===== src/sv/mpc_pkg.sv =====
package mpc_pkg;

   localparam logic [1:0] KIND_CPU    = 2'd0;
   localparam logic [1:0] KIND_IOAPIC = 2'd1;
   localparam logic [1:0] KIND_MAP    = 2'd2;
   localparam logic [1:0] KIND_DONE   = 2'd3;

   localparam logic [1:0] STATUS_OK      = 2'd0;
   localparam logic [1:0] STATUS_BAD_SIG = 2'd1;
   localparam logic [1:0] STATUS_NO_CPUS = 2'd2;

   localparam logic [7:0] ENT_CPU      = 8'd0;
   localparam logic [7:0] ENT_IOAPIC   = 8'd2;
   localparam logic [7:0] ENT_OVERRIDE = 8'd3;

   localparam int HDR_LEN      = 44;
   localparam int HDR_COUNT_LO = 34;
   localparam int HDR_COUNT_HI = 35;
   localparam int CPU_ENT_LEN  = 20;
   localparam int ENT_LEN      = 8;
   localparam int ISA_IRQS     = 16;

   localparam logic [7:0] SIG_BYTES [4] = '{8'h50, 8'h43, 8'h4D, 8'h50};

   typedef enum logic [1:0] {
      PH_IDLE,
      PH_HEADER,
      PH_ENTRY,
      PH_DONE
   } phase_type;

   typedef enum logic [1:0] {
      DS_IDLE,
      DS_MAP,
      DS_DONE
   } dump_state_type;

   typedef struct packed {
      logic [1:0]  kind;
      logic [3:0]  slot;
      logic [7:0]  unit_id;
      logic        enabled;
      logic        boot_cpu;
      logic [31:0] mmio_base;
      logic [7:0]  gsi;
      logic [1:0]  status;
      logic [4:0]  cpu_total;
      logic [3:0]  ioapic_total;
      logic        last;
   } rsp_item_type;

   typedef struct packed {
      logic         rec_vld;
      rsp_item_type rec;
      logic         wr_en;
      logic [3:0]   wr_addr;
      logic [7:0]   wr_data;
      logic         fin;
      logic [4:0]   cpu_total;
      logic [3:0]   ioapic_total;
   } prs_evt_type;

endpackage


===== src/sv/mpc_req_if.sv =====
interface mpc_req_if;
   logic       valid;
   logic       ready;
   logic [7:0] table_byte;
   logic       first;

   modport source (output valid, table_byte, first, input ready);
   modport sink (input valid, table_byte, first, output ready);
endinterface


===== src/sv/mpc_rsp_if.sv =====
interface mpc_rsp_if;
   logic        valid;
   logic        ready;
   logic [1:0]  kind;
   logic [3:0]  slot;
   logic [7:0]  unit_id;
   logic        enabled;
   logic        boot_cpu;
   logic [31:0] mmio_base;
   logic [7:0]  gsi;
   logic [1:0]  status;
   logic [4:0]  cpu_total;
   logic [3:0]  ioapic_total;
   logic        last;

   modport source (output valid, kind, slot, unit_id, enabled, boot_cpu, mmio_base, gsi,
                   status, cpu_total, ioapic_total, last, input ready);
   modport sink (input valid, kind, slot, unit_id, enabled, boot_cpu, mmio_base, gsi,
                 status, cpu_total, ioapic_total, last, output ready);
endinterface


===== src/sv/mpc_ram.sv =====
module mpc_ram #(
   parameter int WIDTH = 8,
   parameter int DEPTH = 16
) (
   input  logic                     clock,
   input  logic                     wr_en,
   input  logic [$clog2(DEPTH)-1:0] wr_addr,
   input  logic [WIDTH-1:0]         wr_data,
   input  logic                     rd_en,
   input  logic [$clog2(DEPTH)-1:0] rd_addr,
   output logic [WIDTH-1:0]         rd_data
);

   logic [WIDTH-1:0] mem_ff [DEPTH];
   logic [WIDTH-1:0] rd_data_ff;

   always_ff @(posedge clock) begin
      if (wr_en) begin
         mem_ff[wr_addr] <= wr_data;
      end
      if (rd_en) begin
         rd_data_ff <= mem_ff[rd_addr];
      end
   end

   assign rd_data = rd_data_ff;

endmodule


===== src/sv/mpc_parse.sv =====
module mpc_parse
   import mpc_pkg::*;
#(
   parameter int MAX_CPUS    = 16,
   parameter int MAX_IOAPICS = 8
) (
   input  logic        clock,
   input  logic        reset,
   input  logic        take,
   input  logic [7:0]  table_byte,
   input  logic        first,
   output prs_evt_type evt
);

   localparam int CW = $clog2(MAX_CPUS + 1);
   localparam int IW = $clog2(MAX_IOAPICS + 1);

   phase_type   phase_ff, phase_in, cur_phase;
   logic [5:0]  hoff_ff, hoff_in, cur_hoff;
   logic [15:0] ent_ff, ent_in, ent_dec;
   logic [7:0]  typ_ff, typ_in, cur_typ;
   logic [4:0]  eoff_ff, eoff_in;
   logic [23:0] cap_ff, cap_in;
   logic [7:0]  unit_ff, unit_in;
   logic [CW-1:0] cpu_ff, cpu_in, cur_cpu;
   logic [IW-1:0] io_ff, io_in, cur_io;
   logic        last_byte;

   always_ff @(posedge clock) begin
      if (reset) begin
         phase_ff <= PH_IDLE;
         hoff_ff  <= '0;
         ent_ff   <= '0;
         typ_ff   <= '0;
         eoff_ff  <= '0;
         cpu_ff   <= '0;
         io_ff    <= '0;
      end else begin
         phase_ff <= phase_in;
         hoff_ff  <= hoff_in;
         ent_ff   <= ent_in;
         typ_ff   <= typ_in;
         eoff_ff  <= eoff_in;
         cpu_ff   <= cpu_in;
         io_ff    <= io_in;
      end
   end

   always_ff @(posedge clock) begin
      cap_ff  <= cap_in;
      unit_ff <= unit_in;
   end

   always_comb begin
      phase_in = phase_ff;
      hoff_in  = hoff_ff;
      ent_in   = ent_ff;
      typ_in   = typ_ff;
      eoff_in  = eoff_ff;
      cap_in   = cap_ff;
      unit_in  = unit_ff;
      cpu_in   = cpu_ff;
      io_in    = io_ff;
      evt      = '0;

      cur_phase = first ? PH_HEADER : phase_ff;
      cur_hoff  = first ? '0 : hoff_ff;
      cur_cpu   = first ? '0 : cpu_ff;
      cur_io    = first ? '0 : io_ff;
      cur_typ   = (eoff_ff == '0) ? table_byte : typ_ff;
      ent_dec   = ent_ff - 16'd1;
      last_byte = (cur_typ == ENT_CPU) ? (eoff_ff == 5'(CPU_ENT_LEN - 1))
                                       : (eoff_ff == 5'(ENT_LEN - 1));

      if (take) begin
         cpu_in   = cur_cpu;
         io_in    = cur_io;
         phase_in = cur_phase;
         hoff_in  = cur_hoff;
         unique case (cur_phase)
            PH_HEADER: begin
               if (cur_hoff < 6'd4 && table_byte != SIG_BYTES[cur_hoff[1:0]]) begin
                  phase_in           = PH_DONE;
                  evt.rec_vld        = 1'b1;
                  evt.rec.kind       = KIND_DONE;
                  evt.rec.status     = STATUS_BAD_SIG;
                  evt.rec.last       = 1'b1;
               end else begin
                  if (cur_hoff == 6'(HDR_COUNT_LO)) begin
                     ent_in[7:0] = table_byte;
                  end
                  if (cur_hoff == 6'(HDR_COUNT_HI)) begin
                     ent_in[15:8] = table_byte;
                  end
                  hoff_in = cur_hoff + 6'd1;
                  if (cur_hoff == 6'(HDR_LEN - 1)) begin
                     phase_in = PH_ENTRY;
                     eoff_in  = '0;
                     if (ent_ff == '0) begin
                        phase_in = PH_DONE;
                        evt.fin  = 1'b1;
                     end
                  end
               end
            end
            PH_ENTRY: begin
               if (eoff_ff == 5'd0) begin
                  typ_in = table_byte;
               end
               if (eoff_ff == 5'd1) begin
                  unit_in = table_byte;
               end
               case (eoff_ff)
                  5'd4:    cap_in[7:0]   = table_byte;
                  5'd5:    cap_in[15:8]  = table_byte;
                  5'd6:    cap_in[23:16] = table_byte;
                  default: ;
               endcase
               if (cur_typ == ENT_CPU && eoff_ff == 5'd3 && cpu_ff < CW'(MAX_CPUS)) begin
                  evt.rec_vld      = 1'b1;
                  evt.rec.kind     = KIND_CPU;
                  evt.rec.slot     = 4'(cpu_ff);
                  evt.rec.unit_id  = unit_ff;
                  evt.rec.enabled  = table_byte[0];
                  evt.rec.boot_cpu = table_byte[1];
                  cpu_in           = cpu_ff + CW'(1);
               end
               if (eoff_ff == 5'd7) begin
                  if (cur_typ == ENT_IOAPIC && io_ff < IW'(MAX_IOAPICS)) begin
                     evt.rec_vld       = 1'b1;
                     evt.rec.kind      = KIND_IOAPIC;
                     evt.rec.slot      = 4'(io_ff);
                     evt.rec.unit_id   = unit_ff;
                     evt.rec.mmio_base = {table_byte, cap_ff};
                     io_in             = io_ff + IW'(1);
                  end else if (cur_typ == ENT_OVERRIDE && cap_ff[15:8] < 8'(ISA_IRQS)) begin
                     evt.wr_en   = 1'b1;
                     evt.wr_addr = cap_ff[11:8];
                     evt.wr_data = table_byte;
                  end
               end
               if (last_byte) begin
                  eoff_in = '0;
                  ent_in  = ent_dec;
                  if (ent_dec == '0) begin
                     phase_in = PH_DONE;
                     evt.fin  = 1'b1;
                  end
               end else begin
                  eoff_in = eoff_ff + 5'd1;
               end
            end
            PH_IDLE, PH_DONE: begin
            end
         endcase
      end

      evt.cpu_total    = 5'(cpu_ff);
      evt.ioapic_total = 4'(io_ff);
   end

endmodule


===== src/sv/mp_config_table_parser.sv =====
// Parses a multiprocessor configuration table presented one byte per transfer
// on the req_chan channel; a byte with first set restarts the parse at header
// byte 0, clears the counts and returns the ISA interrupt map to identity.
// Results leave on rsp_chan: processor and I/O APIC records, then at the end
// of the table the sixteen ISA map entries in IRQ order and a done item.
// A processor record appears in the cycle after the transfer of entry byte 3,
// an I/O APIC record in the cycle after entry byte 7, and a bad signature
// gives the done item in the cycle after the first byte that differs.
// Table bytes are taken at one per cycle while the output register is free.
// The end-of-table dump reads the interrupt map memory one entry per cycle
// while the output register is free (a first read, sixteen map items, one
// done item); no byte is taken during it.
// The output register accepts a new result in the same cycle that the held
// one is taken; while the receiver stalls, the held result stays put and
// the input channel is held off.
// After reset the block ignores bytes until one arrives with first set.
module mp_config_table_parser
   import mpc_pkg::*;
#(
   parameter int MAX_CPUS    = 16,
   parameter int MAX_IOAPICS = 8
) (
   input logic       clock,
   input logic       reset,
   mpc_req_if.sink   req_chan,
   mpc_rsp_if.source rsp_chan
);

   prs_evt_type    evt;
   logic           take, out_free;
   logic           out_vld_ff, out_vld_in;
   rsp_item_type   out_ff, out_in;
   dump_state_type ds_ff, ds_in;
   logic [3:0]     idx_ff, idx_in, rd_addr;
   logic           pend_ff, pend_in;
   logic           rd_en, rd_vld_ff;
   logic [7:0]     rd_data;
   logic [ISA_IRQS-1:0] map_vld_ff, map_vld_in;

   mpc_parse #(
      .MAX_CPUS    (MAX_CPUS),
      .MAX_IOAPICS (MAX_IOAPICS)
   ) u_parse (
      .clock      (clock),
      .reset      (reset),
      .take       (take),
      .table_byte (req_chan.table_byte),
      .first      (req_chan.first),
      .evt        (evt)
   );

   mpc_ram #(
      .WIDTH (8),
      .DEPTH (ISA_IRQS)
   ) u_map_ram (
      .clock   (clock),
      .wr_en   (evt.wr_en),
      .wr_addr (evt.wr_addr),
      .wr_data (evt.wr_data),
      .rd_en   (rd_en),
      .rd_addr (rd_addr),
      .rd_data (rd_data)
   );

   assign out_free       = !out_vld_ff || rsp_chan.ready;
   assign req_chan.ready = (ds_ff == DS_IDLE) && out_free;
   assign take           = req_chan.valid && req_chan.ready;
   assign rd_addr        = pend_ff ? idx_ff + 4'd1 : idx_ff;

   always_ff @(posedge clock) begin
      if (reset) begin
         out_vld_ff <= 1'b0;
         ds_ff      <= DS_IDLE;
         idx_ff     <= '0;
         pend_ff    <= 1'b0;
         map_vld_ff <= '0;
      end else begin
         out_vld_ff <= out_vld_in;
         ds_ff      <= ds_in;
         idx_ff     <= idx_in;
         pend_ff    <= pend_in;
         map_vld_ff <= map_vld_in;
      end
   end

   always_ff @(posedge clock) begin
      out_ff <= out_in;
      if (rd_en) begin
         rd_vld_ff <= map_vld_ff[rd_addr];
      end
   end

   always_comb begin
      out_vld_in = out_vld_ff && !rsp_chan.ready;
      out_in     = out_ff;
      ds_in      = ds_ff;
      idx_in     = idx_ff;
      pend_in    = pend_ff;
      rd_en      = 1'b0;
      map_vld_in = map_vld_ff;

      if (take && req_chan.first) begin
         map_vld_in = '0;
      end
      if (evt.wr_en) begin
         map_vld_in[evt.wr_addr] = 1'b1;
      end

      unique case (ds_ff)
         DS_IDLE: begin
            if (take) begin
               if (evt.rec_vld) begin
                  out_vld_in = 1'b1;
                  out_in     = evt.rec;
               end
               if (evt.fin) begin
                  ds_in   = DS_MAP;
                  idx_in  = '0;
                  pend_in = 1'b0;
               end
            end
         end
         DS_MAP: begin
            if (!pend_ff) begin
               rd_en   = 1'b1;
               pend_in = 1'b1;
            end else if (out_free) begin
               out_vld_in  = 1'b1;
               out_in      = '0;
               out_in.kind = KIND_MAP;
               out_in.slot = idx_ff;
               out_in.gsi  = rd_vld_ff ? rd_data : 8'(idx_ff);
               if (idx_ff == 4'(ISA_IRQS - 1)) begin
                  ds_in   = DS_DONE;
                  pend_in = 1'b0;
               end else begin
                  idx_in = idx_ff + 4'd1;
                  rd_en  = 1'b1;
               end
            end
         end
         DS_DONE: begin
            if (out_free) begin
               out_vld_in          = 1'b1;
               out_in              = '0;
               out_in.kind         = KIND_DONE;
               out_in.status       = (evt.cpu_total != '0) ? STATUS_OK : STATUS_NO_CPUS;
               out_in.cpu_total    = evt.cpu_total;
               out_in.ioapic_total = evt.ioapic_total;
               out_in.last         = 1'b1;
               ds_in               = DS_IDLE;
            end
         end
         default: begin
            ds_in = DS_IDLE;
         end
      endcase
   end

   assign rsp_chan.valid        = out_vld_ff;
   assign rsp_chan.kind         = out_ff.kind;
   assign rsp_chan.slot         = out_ff.slot;
   assign rsp_chan.unit_id      = out_ff.unit_id;
   assign rsp_chan.enabled      = out_ff.enabled;
   assign rsp_chan.boot_cpu     = out_ff.boot_cpu;
   assign rsp_chan.mmio_base    = out_ff.mmio_base;
   assign rsp_chan.gsi          = out_ff.gsi;
   assign rsp_chan.status       = out_ff.status;
   assign rsp_chan.cpu_total    = out_ff.cpu_total;
   assign rsp_chan.ioapic_total = out_ff.ioapic_total;
   assign rsp_chan.last         = out_ff.last;

`ifndef SYNTHESIS
   a_done_is_last: assert property (@(posedge clock) disable iff (reset)
      out_vld_ff && out_ff.kind == KIND_DONE |-> out_ff.last)
      else $error("done item without last flag");

   a_fin_when_idle: assert property (@(posedge clock) disable iff (reset)
      evt.fin |-> ds_ff == DS_IDLE)
      else $error("end of table while the map dump is still running");

   a_dump_covers_map: assert property (@(posedge clock) disable iff (reset)
      ds_ff == DS_MAP && ds_in == DS_DONE |-> idx_ff == 4'(ISA_IRQS - 1))
      else $error("map dump ended before the last entry");

   a_no_write_during_read: assert property (@(posedge clock) disable iff (reset)
      !(evt.wr_en && rd_en))
      else $error("map write overlaps a dump read");
`endif

endmodule


===== src/flat_wrapper.sv =====
// flat-port wrapper written by rule: the top's interface ports become plain ports
module mp_config_table_parser_flat import mpc_pkg::*;
#(
   parameter int MAX_CPUS    = 16,
   parameter int MAX_IOAPICS = 8
)
  (clock, reset, req_chan_valid, req_chan_table_byte, req_chan_first, req_chan_ready, rsp_chan_valid, rsp_chan_kind, rsp_chan_slot, rsp_chan_unit_id, rsp_chan_enabled, rsp_chan_boot_cpu, rsp_chan_mmio_base, rsp_chan_gsi, rsp_chan_status, rsp_chan_cpu_total, rsp_chan_ioapic_total, rsp_chan_last, rsp_chan_ready);
  mpc_req_if req_chan_i ();
  mpc_rsp_if rsp_chan_i ();
  input logic clock;
  input logic reset;
  input wire logic [$bits(req_chan_i.valid)-1:0] req_chan_valid;
  input wire logic [$bits(req_chan_i.table_byte)-1:0] req_chan_table_byte;
  input wire logic [$bits(req_chan_i.first)-1:0] req_chan_first;
  output wire logic [$bits(req_chan_i.ready)-1:0] req_chan_ready;
  output wire logic [$bits(rsp_chan_i.valid)-1:0] rsp_chan_valid;
  output wire logic [$bits(rsp_chan_i.kind)-1:0] rsp_chan_kind;
  output wire logic [$bits(rsp_chan_i.slot)-1:0] rsp_chan_slot;
  output wire logic [$bits(rsp_chan_i.unit_id)-1:0] rsp_chan_unit_id;
  output wire logic [$bits(rsp_chan_i.enabled)-1:0] rsp_chan_enabled;
  output wire logic [$bits(rsp_chan_i.boot_cpu)-1:0] rsp_chan_boot_cpu;
  output wire logic [$bits(rsp_chan_i.mmio_base)-1:0] rsp_chan_mmio_base;
  output wire logic [$bits(rsp_chan_i.gsi)-1:0] rsp_chan_gsi;
  output wire logic [$bits(rsp_chan_i.status)-1:0] rsp_chan_status;
  output wire logic [$bits(rsp_chan_i.cpu_total)-1:0] rsp_chan_cpu_total;
  output wire logic [$bits(rsp_chan_i.ioapic_total)-1:0] rsp_chan_ioapic_total;
  output wire logic [$bits(rsp_chan_i.last)-1:0] rsp_chan_last;
  input wire logic [$bits(rsp_chan_i.ready)-1:0] rsp_chan_ready;
  assign req_chan_i.valid = req_chan_valid;
  assign req_chan_i.table_byte = req_chan_table_byte;
  assign req_chan_i.first = req_chan_first;
  assign req_chan_ready = req_chan_i.ready;
  assign rsp_chan_valid = rsp_chan_i.valid;
  assign rsp_chan_kind = rsp_chan_i.kind;
  assign rsp_chan_slot = rsp_chan_i.slot;
  assign rsp_chan_unit_id = rsp_chan_i.unit_id;
  assign rsp_chan_enabled = rsp_chan_i.enabled;
  assign rsp_chan_boot_cpu = rsp_chan_i.boot_cpu;
  assign rsp_chan_mmio_base = rsp_chan_i.mmio_base;
  assign rsp_chan_gsi = rsp_chan_i.gsi;
  assign rsp_chan_status = rsp_chan_i.status;
  assign rsp_chan_cpu_total = rsp_chan_i.cpu_total;
  assign rsp_chan_ioapic_total = rsp_chan_i.ioapic_total;
  assign rsp_chan_last = rsp_chan_i.last;
  assign rsp_chan_i.ready = rsp_chan_ready;
  mp_config_table_parser #(.MAX_CPUS(MAX_CPUS), .MAX_IOAPICS(MAX_IOAPICS)) u_core (.clock(clock), .reset(reset), .req_chan(req_chan_i), .rsp_chan(rsp_chan_i));
endmodule

===== config.mk =====
export PLATFORM = sky130hd
export DESIGN_NAME = mp_config_table_parser_flat
export DESIGN_NICKNAME = d
export VERILOG_FILES = /design/src/sv/mpc_pkg.sv /design/src/sv/mpc_req_if.sv /design/src/sv/mpc_rsp_if.sv /design/src/sv/mpc_ram.sv /design/src/sv/mpc_parse.sv /design/src/sv/mp_config_table_parser.sv /design/src/flat_wrapper.sv
export SDC_FILE = /design/constraint.sdc
export NUM_CORES = 1
export LEC_CHECK = 0
export CORE_ASPECT_RATIO = 0.5
export CORE_MARGIN = 2
export CORE_UTILIZATION = 55
export CTS_CLUSTER_SIZE = 14
export DETAILED_ROUTE_END_ITERATION = 8
export DONT_BUFFER_PORTS = 1
export GPL_TIMING_DRIVEN = 0
export PLACE_DENSITY_LB_ADDON = 0.25
export SLEW_MARGIN = 15
export SYNTH_ARGS = -nofsm -noshare
export SYNTH_HDL_FRONTEND = slang
export SYNTH_SLANG_ARGS = --single-unit

===== constraint.sdc =====
create_clock -name clock -period 20.7 [get_ports clock]
set_input_delay 3.105 -clock clock [delete_from_list [all_inputs] [get_ports clock]]
set_output_delay 3.105 -clock clock [all_outputs]
set_load 0.1 [all_outputs]

==> summary.txt, run 1 <==
Clock tree
  – CTS max path bufs: 3
  – CTS clk-pin slew, worst paths: 70 ps
  – Setup repair bufs after CTS: 0
  – CTS sink cnt: 307
  – Hold Buf Count CTS: 0
  – Num CTS Buffers: 27
  – Clk root buf: clkbuf_16
  – Clock latency on the worst-skew pair: 560 ps
  – CTS tree: done
  – CTS resizes: 0
  – H-tree depth: 1

Pwr
  – Clk pwr share: 40.0%
  – VDD IR max: 71.7 uV
  – Internal power: 0.958 mW
  – Switching part of the total power: 23.2%
  – PD cells: 85.2 nW/um2
  – Share of power burned in registers: 56.4%
  – Psw: 0.289 mW
  – Leak: 4.58 nW
  – Combinational group share of total power: 3.6%
  – Power Total: 1.25 mW

Hold path
  – Worst hold path endpoint: u_core.map_vld_ff[1]
  – Worst min-delay path category: reg -> reg
  – Hold Crit Depth: 2
  – Min-Delay Startpoint: u_core.map_vld_ff[1]

STA
  – Final Max Slew Viols: 0
  – Final Skew: 8.34 ps
  – Setup-failing EPs final: 0
  – Fmax achieved: 0.138 GHz
  – Setup TNS: 0 ps
  – Setup WS post-layout: 13430 ps
  – Worst-margin pin slew: 1150 ps
  – Relative slew slack: 22.8%
  – RSZ-0062 raised after global routing: false
  – Tmin final: 7270 ps
  – Hold Fails Final Rpt: 0
  – Crit share post-route: 35.1%

Global route
  – Gr ovfl total: 0
  – Total Routing Usage GR: 23.7%
  – Vias in the first global route: 7956
  – Global-route wire length before repair: 45700 um
  – Initial antenna violation count: 1
  – Pin count of the biggest net entering global routing: 17

Logic synthesis
  – Syn Area/Cell: 13.5 um2
  – Sequential cell area fraction in the yosys report: 64.2%
  – Top-count cell post-synth: edfxtp_1
  – Synth area leader: edfxtp_1
  – Syn Nets: 1015
  – Largest cells by area after synthesis: edfxtp_1 (54%), dfxtp_1 (11%), mux4_2 (7.6%), nor2_1 (2.5%), and3_1 (2.2%)
  – Post-synth top area share: 53.7%
  – Syn Inst Count: 983
  – Distinct cells, synth: 75
  – Synth Warn #: 0
  – Post-synth EDFFs: 237
  – Synth cell count leaders: edfxtp_1 (237), nor2_1 (88), dfxtp_1 (70)
  – Top_reg_cell synth: edfxtp_1
  – Post-synthesis async set-or-reset flop share: 0%
  – Synth Register Bits: 307
  – Mapped cell area: 13300 um2

Outcome
  – Run status: finished clean

Routing
  – Routed Wire Length: 30100 um
  – Initial drt markers: 862
  – Routed length per instance: 22.2 um
  – Routed vias/inst: 6.14
  – DR vias: 8350
  – Antenna viol nets, final: 0
  – First-pass DRT Iterations: 5
  – DRC Markers: 0

Floorplanning
  – Ports: 83
  – Height of the die: 114 um
  – Die W: 224 um
  – Num rows: 40
  – Core area: 23800 um2
  – Initial Util: 55.7%
  – Die ar.: 25500 um2

Layout
  – Diodes inserted: 0
  – Layout cell share with drive strength beyond 1: 11.8%
  – Area growth syn-to-layout: 10.4%
  – Nets: 1055
  – Fillers: 1789

Worst setup path
  – RR Endpoint: u_core.rsp_chan.mmio_base[15]
  – Critical path launch point type: input pin
  – Worst r2r src: u_core.u_parse.eoff_ff[0]
  – Slowest stage cell on the critical path: and2_1
  – Worst EP required: 17590 ps
  – Critical Path, Cell by Cell: nand2b_1 -> and2_1
  – Critical path fanouts, max: 6
  – Critical path arrival: 4160 ps
  – CP max stage delay: 850 ps
  – CP Class: in -> out
  – Buf+Inv Stages, Crit Path: 0
  – Worst Reg-to-Reg Cells: 16
  – Crit path max-delay family: simple AND/OR/NAND/NOR gates
  – Worst Setup End Kind: output pin
  – Register-to-register setup slack: 15490 ps

Run
  – Max cap viols: 0

Placed design
  – Worst slack, placed: 12950 ps
  – Port-buffer cells: 0
  – HPWL Detailed: 20500 um
  – GPL Wtd Cong: 0.895
-- worst max-delay path by stage --
stage / startpoint / to / depth (start not counted)
after global placement: req_chan_first / u_core.rsp_chan.mmio_base[11] / 10
after detailed placement: req_chan_first / u_core.rsp_chan.mmio_base[13] / 16
after CTS: rsp_chan_ready / req_chan_ready / 2
after global routing: req_chan_first / u_core.rsp_chan.mmio_base[15] / 16
after floorplan: req_chan_first / u_core.rsp_chan.boot_cpu / 10
final: rsp_chan_ready / req_chan_ready / 2
-- power by group through the flow --
stage	clock network, mW	registers [mW]	logic [mW]
5_1_grt	0.528	0.704	0.0495
3_3_place_gp	0	0.720	0.0423
2_1_floorplan	0	0.718	0.0319
3_5_place_dp	0	0.717	0.0444
6_report	0.498	0.704	0.0452
4_1_cts	0.506	0.704	0.0445
-- sequential cells by signal, summed over array words and instances (netlist names), 4 cells and up --
register and count:
u_core.u_parse.ent_ff 16, u_core.rsp_chan.cpu_total 5, u_core.u_map_ram.rd_data 8, u_core.u_parse.eoff_ff 5, u_core.u_parse.cap_ff 24, u_core.u_parse.io_ff 4
u_core.u_parse.cpu_ff 5, u_core.rsp_chan.gsi 8, u_core.u_parse.hoff_ff 6, u_core.rsp_chan.unit_id 8, u_core.rsp_chan.mmio_base 32, u_core.rsp_chan.ioapic_total 4
u_core.u_parse.unit_ff 8, u_core.rsp_chan.slot 4, u_core.u_parse.typ_ff 8, u_core.u_map_ram.mem_ff 128, u_core.idx_ff 4, u_core.map_vld_ff 16
-- layout make-up --
cell class | count | area [um2] | share of cell area [%]
clock inverter | 6 | 93.8 | 0.641
clock buffer | 44 | 769 | 5.25
tap | 315 | 394 | 2.69
sequential | 307 | 8520 | 58.2
buffer | 53 | 219 | 1.50
timing repair buffer | 11 | 65.1 | 0.444
multi-input combinational | 603 | 4510 | 30.8
inverter | 20 | 75.1 | 0.513
-- cell families after synthesis --
family                   Yosys count  share of synthesized area (%)
flip-flops                       307                           64.2
multiplexers                      58                           8.64
AND/OR/NAND/NOR                  342                           13.7
XOR/XNOR                          14                          0.924
buffers and inverters             73                           2.22
AO/OA/AOI/OAI                    170                           8.52
adder cells (fa/ha/maj)           19                           1.79
-- metal layers --
layer	wire, um	global-route usage (%)	share of wire, %	vias up
met5	0	0	0	-
met4	833	7.11	2.8	0
met3	2060	4.48	6.8	65
met2	14400	38.8	48	304
met1	12800	32.8	42	4132
li1	-	-	-	3849
-- worst register-to-register path: stages (launching register included) --
cell and delay (ps):
dfxtp_1 440, inv_1 110, ha_1 230, or4b_2 220, clkbuf_1 290, nand4_1 200
a211oi_1 520, o21ai_0 250, a21oi_1 280, nor2b_1 90, a2111oi_2 870, buf_2 340
buf_4 210, buf_2 230, buf_2 220, buf_2 200, buf_2 220
-- layout by cell type, fill, tap and decap left out, drive strengths merged, types with 4 or more instances in the layout --
| master | n |
|---|---|
| mux4 | 45 |
| inv | 20 |
| xnor2 | 8 |
| xor2 | 6 |
| ha | 19 |
| a2bb2oi | 7 |
| and3 | 49 |
| or4 | 5 |
| nor4 | 9 |
| and2 | 30 |
| nor3 | 15 |
| nor3b | 9 |
| a21o | 4 |
| nand2b | 18 |
| clkbuf | 89 |
| a221oi | 4 |
| mux2i | 11 |
| a2111oi | 4 |
| nor2b | 15 |
| buf | 19 |
| edfxtp | 237 |
| o31ai | 5 |
| a22oi | 15 |
| nor2 | 89 |
| a21oi | 48 |
| nand3 | 14 |
| nor4b | 4 |
| nand2 | 56 |
| o21ai | 43 |
| nand4 | 11 |
| dfxtp | 70 |
| o22ai | 5 |
-- stage by stage --
step | hold slack (ps) | instances | instance area [um2] | util [%]
2_1_floorplan | 432 | 983 | 13300 | -
3_3_place_gp | 439 | 1298 | 13700 | 57.3
3_5_place_dp | 450 | 1309 | 13800 | 57.8
4_1_cts | 459 | 1359 | 14600 | 61.4
5_1_grt | 497 | 1359 | 14600 | 61.5
6_report | 461 | 1359 | 14600 | 61.5
No activity file was read; power rests on OpenSTA's default activity.
==> inputs of run 2 (changes only) <==
--- a/config.mk
+++ b/config.mk
@@ -5,6 +5,7 @@
 export SDC_FILE = /design/constraint.sdc
 export NUM_CORES = 1
 export LEC_CHECK = 0
+export ABC_AREA = 1
 export CORE_ASPECT_RATIO = 0.5
 export CORE_MARGIN = 2
 export CORE_UTILIZATION = 55
==> constraint.sdc (replaced) <==
create_clock -name clock -period 7.5 [get_ports clock]
set_input_delay 1.125 -clock clock [delete_from_list [all_inputs] [get_ports clock]]
set_output_delay 1.125 -clock clock [all_outputs]
set_load 0.1 [all_outputs]
==> run 2 against run 1 <==
Effect of this change: die area grew 1.6%; final area increased by 1.6%; sequential power grew to 4.5 times the previous value; combinational power grew to 38 times the previous value; worst setup slack got worse by 10000 ps; global-route usage grew 4.4 points; via count up 21%; largest cell class unchanged; highest routed layer unchanged.
==> summary.txt, run 2 <==
Outcome
  – Run status: finished clean

Worst setup path
  – Critical path launch point type: flip-flop
  – Buf+Inv Stages, Crit Path: 3
  – CP Class: reg -> reg
  – Critical path fanouts, max: 16
  – Slowest stage cell on the critical path: nor2_1
  – CP max stage delay: 900 ps
  – Critical path arrival: 4700 ps
  – Crit path max-delay family: simple AND/OR/NAND/NOR gates
  – Most used cell, CP: nor2_1
  – Critical Path, Cell by Cell: inv_1 -> nor2_1 -> nor2_2 -> nand2_1 -> nor2_4 -> inv_2 -> nor2_1 -> nand3_1 -> buf_2 -> nor2_1
  – Worst Setup End Kind: flip-flop
  – Worst EP required: 7700 ps
  – Critical Path Start: u_core.rsp_chan.valid
  – Register-to-register setup slack: 3000 ps
  – Worst r2r src: u_core.rsp_chan.valid

Logic synthesis
  – Syn Inst Count: 1329
  – Largest cells by area after synthesis: edfxtp_1 (53%), dfxtp_1 (10%), nand2_1 (6.0%), nor2_1 (5.2%), o21ai_0 (4.3%)
  – Synth cell count leaders: edfxtp_1 (237), nand2_1 (216), nor2_1 (188)
  – Top-count cell post-synth: edfxtp_1
  – Synth Warn #: 0
  – Synth area leader: edfxtp_1
  – Syn Area/Cell: 10.1 um2
  – Distinct cells, synth: 41
  – Post-synth EDFFs: 237
  – Mapped cell area: 13500 um2
  – Synth Register Bits: 307
  – Post-synthesis async set-or-reset flop share: 0%
  – Syn Nets: 1361
  – Top_reg_cell synth: edfxtp_1
  – Sequential cell area fraction in the yosys report: 63.2%
  – Post-synth top area share: 52.8%

STA
  – Setup-failing EPs final: 0
  – Tmin final: 4500 ps
  – Final Skew: 30.4 ps
  – Final Max Slew Viols: 0
  – RSZ-0062 raised after global routing: false
  – Hold Fails Final Rpt: 0
  – Worst-margin pin slew: 1180 ps
  – Relative slew slack: 21.3%
  – Fmax achieved: 0.222 GHz
  – Crit share post-route: 60.0%

Clock tree
  – Hold Buf Count CTS: 0
  – Setup repair bufs after CTS: 0
  – CTS clk-pin slew, worst paths: 60 ps
  – Clk root buf: clkbuf_16
  – Clock latency on the worst-skew pair: 570 ps
  – H-tree depth: 1
  – CTS tree: done
  – CTS resizes: 0
  – CTS sink cnt: 307
  – CTS max path bufs: 3
  – Num CTS Buffers: 28

Pwr
  – Share of power burned in registers: 50.2%
  – Power Total: 6.29 mW
  – Clk pwr share: 22.7%
  – Leak: 5.86 nW
  – Internal power: 3.35 mW
  – PD cells: 423 nW/um2
  – Switching part of the total power: 46.8%
  – VDD IR max: 184 uV
  – Combinational group share of total power: 27.1%
  – Psw: 2.94 mW

Routing
  – DR vias: 10098
  – First-pass DRT Iterations: 5
  – Antenna viol nets, final: 0
  – Routed length per instance: 20.9 um
  – Routed vias/inst: 5.94
  – Routed Wire Length: 35600 um
  – Initial drt markers: 1375
  – DRC Markers: 0

Floorplanning
  – Num rows: 40
  – Die W: 225 um
  – Core area: 24000 um2
  – Die ar.: 25900 um2
  – Initial Util: 56.1%
  – Ports: 83
  – Height of the die: 115 um

Layout
  – Most common cell after layout, fill and taps aside: edfxtp_1
  – Fillers: 1952
  – Area growth syn-to-layout: 10.3%
  – Top reg by flops: u_core.u_map_ram.mem_ff
  – Post-Layout Cell Count: 1701
  – Diodes inserted: 0
  – Nets: 1396
  – Layout cell share with drive strength beyond 1: 7.65%
  – Commonest non-fill, non-tap cells in the layout: edfxtp_1 (237), nand2_1 (216), nor2_1 (183), inv_1 (137), o21ai_0 (115)
  – Flip-flop count of the largest register after layout: 128

Placed design
  – GPL Wtd Cong: 0.917
  – Placed insts: 1649
  – HPWL Detailed: 24600 um
  – Port-buffer cells: 0

Global route
  – Gr ovfl total: 0
  – Global-route wire length before repair: 55000 um
  – Total Routing Usage GR: 28.1%
  – Initial antenna violation count: 0
  – Pin count of the biggest net entering global routing: 20
  – Vias in the first global route: 9685

Hold path
  – Worst min-delay path category: reg -> reg
  – Min-Delay Startpoint: u_core.map_vld_ff[12]

Run
  – Max cap viols: 0
-- run 2: worst min-delay path, cell delays in order (launching register included) --
cell	delay, ps
dfxtp_1	310
nand2_1	60
a21oi_1	50
-- run 2: logic make-up (layout without fill, tap and decap cells) --
group | Yosys count | after routing | share of synthesized area, %
buffers and inverters | 199 | 256 | 5.68
and+or+nand+nor | 530 | 530 | 17.4
DFF | 307 | 307 | 63.2
xor gates and xnor gates | 10 | 10 | 0.649
adders and majority gates | 19 | 19 | 1.76
AOI/OAI and AO/OA | 264 | 264 | 11.3
-- run 2: area by class of cell --
type                    count  area (um2)  share of cell area [%]
plain buffers              48         199                    1.34
clock buffers              39         752                    5.05
clock inverters            13         148                   0.992
inverters                 151         567                    3.81
multi-input cells         823        4240                    28.5
flip-flops and latches    307        8520                    57.2
well taps                 315         394                    2.65
repair buffers              5        60.1                   0.404
-- run 2: power by group through the flow --
stage / clock network (mW) / registers [mW] / logic, mW
2_1_floorplan: 0 / 3.18 / 1.11
3_3_place_gp: 0 / 3.22 / 1.55
3_5_place_dp: 0 / 3.19 / 1.65
4_1_cts: 1.44 / 3.16 / 1.67
5_1_grt: 1.51 / 3.18 / 1.86
6_report: 1.43 / 3.16 / 1.70
-- run 2: final timing paths --
kind	to	cells after the start
worst max-delay path	u_core.u_map_ram.mem_ff[7][3]	10
worst min-delay path	u_core.map_vld_ff[12]	2
worst max register to register	u_core.u_map_ram.mem_ff[7][3]	10
worst min register to register	u_core.map_vld_ff[12]	2
-- run 2: layer usage --
layer	track usage [%]	vias up	part of all wire [%]
li1	-	4660	-
met1	38.4	4846	41
met2	46.0	518	47
met3	4.98	74	8.6
met4	9.76	0	3.2
met5	0	-	0
-- run 2: stage by stage --
step / cell area [um2] / setup WS [ps] / utilization [%] / hold slack (ps) / TNS (ps)
after global placement: 13900 / -108 / 57.8 / 425 / -6820
final: 14900 / 3000 / 61.9 / 464 / 0
after floorplan: 13500 / 1430 / - / 412 / 0
after global routing: 14900 / 2760 / 61.9 / 476 / 0
after CTS: 14900 / 2900 / 61.9 / 465 / 0
after detailed placement: 14000 / 2630 / 58.1 / 452 / 0
